==> src/rtl/rmid_pkg.sv <==
package rmid_pkg;

  localparam int unsigned CAPACITY_DEF = 256;
  localparam int unsigned VAL_W = 32;
  localparam int unsigned CNT_OUT_W = 9;

  localparam logic [1:0] ST_OK = 2'd0;
  localparam logic [1:0] ST_NOT_FOUND = 2'd1;
  localparam logic [1:0] ST_FULL = 2'd2;
  localparam logic [1:0] ST_EMPTY = 2'd3;

  localparam logic ACT_INSERT = 1'b0;
  localparam logic ACT_DELETE = 1'b1;

  typedef enum logic [1:0] {
    DP_OP_NONE  = 2'd0,
    DP_OP_LOAD  = 2'd1,
    DP_OP_SHIFT = 2'd2,
    DP_OP_FINAL = 2'd3
  } dp_op_t;

  typedef struct packed {
    dp_op_t op;
  } dp_cmd_t;

  typedef struct packed {
    logic search_done;
    logic shift_done;
    logic median_ready;
  } dp_stat_t;

endpackage

==> src/rtl/rmid_ctrl.sv <==
module rmid_ctrl (
  input  logic               clk,
  input  logic               rst_n,
  input  logic               in_valid,
  output logic               in_ready,
  output logic               out_valid,
  input  logic               out_ready,
  output rmid_pkg::dp_cmd_t  cmd,
  input  rmid_pkg::dp_stat_t stat
);

  typedef enum logic [3:0] {
    S_IDLE = 4'b0001,
    S_RUN  = 4'b0010,
    S_FIN  = 4'b0100,
    S_OUT  = 4'b1000
  } state_t;

  state_t state_r, state_nxt;

  always_comb begin
    state_nxt = state_r;
    cmd.op = rmid_pkg::DP_OP_NONE;
    in_ready = 1'b0;
    out_valid = 1'b0;
    unique case (state_r)
      S_IDLE: begin
        in_ready = 1'b1;
        if (in_valid) begin
          cmd.op = rmid_pkg::DP_OP_LOAD;
          state_nxt = S_RUN;
        end
      end
      S_RUN: begin
        cmd.op = rmid_pkg::DP_OP_SHIFT;
        if (stat.median_ready && stat.shift_done) begin
          cmd.op = rmid_pkg::DP_OP_FINAL;
          state_nxt = S_OUT;
        end
      end
      S_FIN: state_nxt = S_OUT;
      S_OUT: begin
        out_valid = 1'b1;
        if (out_ready) state_nxt = S_IDLE;
      end
      default: state_nxt = S_IDLE;
    endcase
  end

  always_ff @(posedge clk) begin
    if (!rst_n) state_r <= S_IDLE;
    else state_r <= state_nxt;
  end

endmodule

==> config.mk <==
export PLATFORM = sky130hd
export DESIGN_NAME = rmid_ctrl
export DESIGN_NICKNAME = d
export VERILOG_FILES = /design/src/rtl/rmid_pkg.sv /design/src/rtl/rmid_ctrl.sv
export SDC_FILE = /design/constraint.sdc
export NUM_CORES = 1
export LEC_CHECK = 0
export ABC_AREA = 1
export BUFFER_PORTS_ARGS = -buffer_cell sky130_fd_sc_hd__buf_2
export CORE_AREA = 2 2 39 41
export DETAILED_ROUTE_END_ITERATION = 12
export DIE_AREA = 0 0 41 43
export PLACE_DENSITY = 0.33
export SYNTH_ARGS = -nofsm -noshare
export SYNTH_HDL_FRONTEND = slang
export SYNTH_SLANG_ARGS = --single-unit
==> constraint.sdc <==
create_clock -name clk -period 0.8 [get_ports clk]
set_input_delay 0.04 -clock clk [delete_from_list [all_inputs] [get_ports clk]]
set_output_delay 0.04 -clock clk [all_outputs]
set_load 0.01 [all_outputs]
# After elaboration in Yosys (flattened, before gate mapping)
# Cells that the tools add are included.
# classes
eq_ne,7
n_lt_le_gt_ge,0
addsub,0
mux,9
reduce_logical,2
div_mod_pow,0
bitwise,0
mul,0
shift,0
# ops
operator,n
4-bit case mux with 4 select lines,1
4-bit 2-to-1 mux,3
2-bit inequality test (second input constant),3
4-bit by 1-bit equality test with 1-bit output (second input constant),1
4-bit by 2-bit equality test with 1-bit output (second input constant),1
4-bit by 3-bit equality test with 1-bit output (second input constant),1
4-bit equality test (second input constant),1
1-bit 2-to-1 mux,4
2-bit case mux with 2 select lines,1
3-bit AND reduction,1
1-bit logical AND,1
# totals
out_inout_bits,4
latchBits,0
memories,0
mem_bits_ro,0
reg_bits,4
ramBits,0

# Logic depth before layout (Yosys ltp)
# Gate-level depths: netlist of the first run.
# logic_depth
word_depth,3
mapped_depth,6
depth_no_buf,6

# Worst setup path before layout of the first run
# No wires, ideal clock.
# synth_path
kind,register to register
from,reg state_r[1]
to,reg state_r[0]
t_arrival_ns,0.726
path_stages_with_launch,6
path_slack_ns,-0.040
setup_time_ns,0.115
synth_period_minus_slack_ns,0.840
path_cell_list,dfxtp_1 -> inv_1 -> nand3_2 -> inv_2 -> a21oi_1 -> nand2_1
# synth_via
elab_chain_cells,3
elab_cells_between_ends,9
cone_classes,7 x eq/ne; 1 x mux; 1 x reduce/logical
# synth_rtl
item,line,rtl
"start, declared",rmid_ctrl.sv:19,"state_t state_r, state_nxt;"
"start signal, assigned",rmid_ctrl.sv:52,else state_r <= state_nxt;
"4-bit by 2-bit equality test with 1-bit output, or another cell as far along",rmid_ctrl.sv:26,unique case (state_r)
2-bit inequality test (no source line),n/a,
3-bit AND reduction (no source line),n/a,
# Several ways; a longest one is shown, not always the timed one.
# A chain may end at the register's enable or synchronous reset.

# Final worst setup path of the first run
# layout_path
from,reg state_r[0]
to,out out_valid
# layout_via
elab_chain_cells,2
# layout_rtl
item,line,rtl
4-bit equality test,rmid_ctrl.sv:26,
1-bit 2-to-1 mux,rmid_ctrl.sv:26,
"end, declared",rmid_ctrl.sv:6,"output logic out_valid,"
# Every way passes these cells.

==> impl_metrics.ini, run 1 <==
[outcome]
status = finished, violations left
violations = negative setup slack

[pwr]
switching_power_uw = 189
p_int_uw = 484
clkPwrFrac_pct = 38.2
powerDensity_nw_per_um2 = 1660
swShare_pct = 28.1
power_frac_comb_pct = 34.3
power.total_uw = 673
ir_drop_v = 0.00103
seq_power_share_pct = 27.5
power_leakage_nw = 0.209

[global_routing]
grt_pass1_wl_mm = 1.00
grt_usage_pct = 8.51
grt.overflow.total = 0
grt_pass1_vias = 245
grt_max_degree = 6
antenna_found_initial = 0

[clock_network]
clkLatencyLatePin_ps = 230
cts_buffer_depth = 2
clk_pin_slew_worst_paths_ps = 40
numClockSinks = 3
htree_num_levels = 1
cts_root_buf = clkbuf_4
numCtsBuffers = 3
cts_tree = built

[synth]
netlist_area_um2 = 199
avgSynthCellArea_um2 = 6.63
synth_edf_count = 0
yosysWarningCount = 0
async_flop_share_pct = 0
ys_top_cells_by_count = inv_1 (5), nand2_1 (5)
synth_top_area_share_pct = 30.2
synthTopCellsByArea = dfxtp_1 (30%), nand3_2 (15%), inv_1 (9.4%)
synth_ff_type = dfxtp_1
yosysTopAreaCell = dfxtp_1
syn_nets = 37
ys_seq_elements = 3
synthDistinctLibCells = 12
ys_seq_area_share_pct = 30.2
syn_inst = 30

[worst_setup_path]
cp-startpoint = state_r[0]$_SDFFE_PN1P_
r2r_cells = 7
endpoint = out_valid
regToRegSetupSlack_ps = -220
required_ps = 760
startpoint_type = register
critPathMaxFanout = 3
cp.arrival_ps = 1080
r2r-start = state_r[0]$_SDFFE_PN1P_
r2r_end = state_r[3]$_SDFFE_PN0P_
critical_path_class = register to output pin
cp-end-kind = output pin

[die]
pin_count = 11
fp.dieH_um = 43
rows = 14
fp.dieArea_um2 = 1760
initial_core_util_pct = 14.4
coreArea_um2 = 1380
die_x_um = 41

[detailed_routing]
post-route-drc-count = 0
drtIter0Drc = 3
ant_nets = 0
detail_route.first_pass.iterations = 4
routedWlPerCell_um = 8.28
avgViaCountPerCell = 3.87
vias = 263
totalWireLength_um = 563

[final_layout]
drive_gt1_share_pct = 69.2
largest_register_ffs = 3
fin_nets = 60
antenna_cells = 0
synthToLayoutAreaGrowth_pct = 104
regMostFlops = state_r
largestRegisters = state_r (3)

[timing]
finalHoldViolations = 0
setup_viol = 7
fin_ws_ps = -325
rsz0062_at_grt = yes
setup_tns_ps = -1460
timing.hold.ws_ps = 81.9
tightestPinTransition_ps = 193
period_needed_ps = 1120
finalMaxSlewViolations = 0
fin_skew_ps = 2.21
fmax_mhz = 889
slew_headroom_pct = 87.0
fin_crit_sh_pct = 141

[place]
gp_congestion = 0.663
portBuffers = 9
hpwlAfterDp_um = 358

[flow_run]
cap_violations = 0

[worst_hold_path]
worstHoldPathType = input pin to register
## per-stage QoR
step	setup slack, ps	std cells	utilization [%]	instance area [µm²]
floorplan	7.00	30	-	203
global placement	-72.4	55	19.3	268
detailed placement	-60.7	55	19.3	268
CTS	-278	66	26.9	372
global route	-363	68	29.3	405
finish	-325	68	29.3	405
## final cells by class
| cell class | count | area [µm²] |
|---|---|---|
| tap | 16 | 20.0 |
| timing repair buffer | 19 | 136 |
| multi-input combinational | 18 | 119 |
| inverter | 8 | 35.0 |
| sequential | 3 | 68.8 |
| clock buffer | 4 | 26.3 |
| fill | 149 | 978 |
## layout by cell type (no fill, tap or decap)
| master | synthesis | layout |
|---|---|---|
| dfxtp_4 | 0 | 2 |
| buf_4 | 1 | 9 |
| nand4_1 | 2 | 2 |
| nand3_1 | 1 | 1 |
| inv_2 | 3 | 3 |
| clkbuf_4 | 0 | 3 |
| clkbuf_1 | 0 | 1 |
| nand3b_1 | 1 | 1 |
| a21oi_1 | 3 | 1 |
| inv_1 | 5 | 3 |
| buf_2 | 0 | 7 |
| nand2_1 | 5 | 4 |
| nor2_1 | 2 | 2 |
| inv_4 | 0 | 2 |
| nand3_2 | 3 | 2 |
| buf_6 | 0 | 3 |
| nand2_2 | 0 | 1 |
| a21oi_2 | 0 | 2 |
| dfxtp_2 | 0 | 1 |
| nand3_4 | 0 | 1 |
| nor3_1 | 1 | 1 |
## cells by family (layout without fill, tap and decap cells)
logic type	count (synthesis)	in the layout	synth area share [%]
DFF	3	3	30.2
buffers and inverters	9	31	18.9
AOI/OAI and AO/OA	3	3	7.54
and+or+nand+nor	15	15	43.4
## power by group through the flow
stage	logic (mW)	registers (mW)	clock network, mW
3_5_place_dp	0.125	0.182	0
5_1_grt	0.256	0.187	0.291
4_1_cts	0.212	0.182	0.274
2_1_floorplan	0.0838	0.179	0
3_3_place_gp	0.128	0.183	0
6_report	0.231	0.185	0.257
## how the worst min path moves through the flow
stage | startpoint | end | slack [ps] | cells after the start
6_report | rst_n | state_r[3]$_SDFFE_PN0P_ | 80 | 3
5_1_grt | in_valid | state_r[1]$_SDFFE_PN0P_ | 100 | 3
4_1_cts | rst_n | state_r[3]$_SDFFE_PN0P_ | 80 | 3
3_5_place_dp | rst_n | state_r[3]$_SDFFE_PN0P_ | 310 | 3
3_3_place_gp | rst_n | state_r[3]$_SDFFE_PN0P_ | 310 | 3
2_1_floorplan | rst_n | state_r[1]$_SDFFE_PN0P_ | 180 | 2
## timing repair
action                     4_1_cts  5_1_grt
pin swaps                        5        4
hold buffers                     0        0
setup buffers                    7        2
gates resized for setup          8        5
setup endpoints to repair        7        7
## critical path, stage by stage, from the launching register on
cell	delay, ps
dfxtp_4	350
buf_4	130
nor3_1	210
buf_2	170
## routing by layer
| layer | vias to the layer above | routed length (µm) | GRT usage [%] |
|---|---|---|---|
| met2 | 9 | 262 | 10.6 |
| li1 | 141 | - | - |
| met3 | 0 | 49 | 5.24 |
| met1 | 113 | 252 | 11.1 |
| met5 | - | 0 | 0 |
| met4 | 0 | 0 | 4.00 |
No activity file was read; power rests on OpenSTA's default activity.
==> inputs of run 2 (changes only) <==
- SKIP_CTS_REPAIR_TIMING: default -> 1
==> run 2 against run 1 <==
The flow still finishes with violations (negative setup slack). Die area unchanged. Total power is 6.0% lower. Routed wire length down 15%. Maximum frequency is 6.4% higher. Non-clock buffer count fell by 5. Via count down 11%. Sequential power hardly changed. Global-route usage down 2.0 points. Sequential share of layout area rose by 1.9 points. Clock-buffer cell count is the same. Critical endpoint is now cmd[0]. Largest cell class is now multi-input combinational cells.
==> impl_metrics.ini, run 2 (same netlist as run 1, synthesis figures left out) <==
[worst_setup_path]
startpoint_type = register
required_ps = 760
critPathMaxFanout = 5
regToRegSetupSlack_ps = -140
cp.arrival_ps = 1020
path_cells = inv_2 > nand3_2 > inv_2 > nand2_2 > nand2_1 > buf_2
worst-path-buf-inv = 3
r2r_cells = 6
critical_path_class = register to output pin
critPathSlowestCell = dfxtp_4
cpMostUsedCell = inv_2
r2r-start = state_r[1]$_SDFFE_PN0P_
cp-end-kind = output pin
r2r_end = state_r[0]$_SDFFE_PN1P_
crit_family = flip-flops
max_stage_delay_ps = 360

[detailed_routing]
totalWireLength_um = 479
routedWlPerCell_um = 7.60
avgViaCountPerCell = 3.73
vias = 235
detail_route.first_pass.iterations = 4
post-route-drc-count = 0
ant_nets = 0
drtIter0Drc = 1

[clock_network]
htree_num_levels = 1
clk_pin_slew_worst_paths_ps = 30
numClockSinks = 3
cts_tree = built
clkLatencyLatePin_ps = 230
cts_buffer_depth = 2
cts_root_buf = clkbuf_4
numCtsBuffers = 3

[timing]
rsz0062_at_grt = yes
fin_ws_ps = -257
slew_headroom_pct = 89.3
period_needed_ps = 1060
fmax_mhz = 946
fin_skew_ps = 2.21
tightestPinTransition_ps = 160
finalMaxSlewViolations = 0
timing.hold.ws_ps = 79.4
setup_viol = 7
fin_crit_sh_pct = 132
finalHoldViolations = 0

[final_layout]
fillers = 154
instances_no_fill = 63
regMostFlops = state_r
largestRegisters = state_r (3)
layout_common_cells = buf_2 (7), buf_4 (5), nand2_1 (4)
largest_register_ffs = 3
synthToLayoutAreaGrowth_pct = 83.0
fin_nets = 55
final_core_utilization_pct = 26.3
final_common_cell = buf_2
antenna_cells = 0
finalInstanceArea_um2 = 364
drive_gt1_share_pct = 66.0

[place]
hpwlAfterDp_um = 358
placed_cells = 55
portBuffers = 9
placed_cell_area_um2 = 268
gp_congestion = 0.663

[pwr]
ir_drop_v = 0.000987
powerDensity_nw_per_um2 = 1740
power.total_uw = 633
power_leakage_nw = 0.185

[die]
coreArea_um2 = 1380
fp.dieH_um = 43
rows = 14
fp.dieArea_um2 = 1760
pin_count = 11
die_x_um = 41
initial_core_util_pct = 14.4

[worst_hold_path]
holdCritStartpoint = rst_n
worstHoldPathType = input pin to register
holdPathStages = 3
whs_endpoint = state_r[1]$_SDFFE_PN0P_

[global_routing]
grt_max_degree = 6
grt_pass1_wl_um = 738
antenna_found_initial = 0
grt_usage_pct = 6.51
grt_pass1_vias = 199
grt.overflow.total = 0

[outcome]
status = finished, violations left
violations = negative setup slack

[flow_run]
cap_violations = 0
-- run 2: worst max-delay path by stage --
stage,from,to,slack [ps],cells after the start
floorplan,state_r[1]$_SDFFE_PN0P_,state_r[0]$_SDFFE_PN1P_,7,5
global placement,state_r[3]$_SDFFE_PN0P_,cmd[0],-70,6
detailed placement,state_r[0]$_SDFFE_PN1P_,cmd[0],-60,6
CTS,state_r[0]$_SDFFE_PN1P_,cmd[0],-320,6
global route,state_r[0]$_SDFFE_PN1P_,cmd[0],-340,6
finish,state_r[1]$_SDFFE_PN0P_,cmd[0],-260,6
-- run 2: area by class of cell --
type	instances	area (µm²)	area share [%]
sequential	3	68.8	18.9
inverter	8	35.0	9.62
tap	16	20.0	5.50
clock buffer	4	26.3	7.22
multi-input combinational	18	119	32.6
timing repair buffer	14	95.1	26.1
-- run 2: power breakdown --
part / internal [mW] / total, mW / switching, mW
combinational: 0.101 / 0.190 / 0.0889
sequential: 0.165 / 0.186 / 0.0210
clock: 0.186 / 0.257 / 0.0711
total: 0.452 / 0.633 / 0.181
-- run 2: metal layers --
layer  track usage [%]  share of wire (%)
met5                 0                  0
met4              4.00                  0
met3              5.24                 10
met2              7.50                 41
met1              7.96                 48
-- run 2: worst reg2reg max path, cell delays in order, from the launching register on --
cell	delay [ps]
dfxtp_4	370
inv_2	50
nand3_2	80
inv_2	40
buf_4	130
a21oi_2	100
nand2_1	60
-- run 2: metrics by stage --
stage / setup TNS [ps] / setup slack (ps)
after floorplan: 0 / 7.00
after global placement: -258 / -72.4
after detailed placement: -172 / -60.7
after CTS: -1080 / -319
after global routing: -1700 / -335
final: -1260 / -257
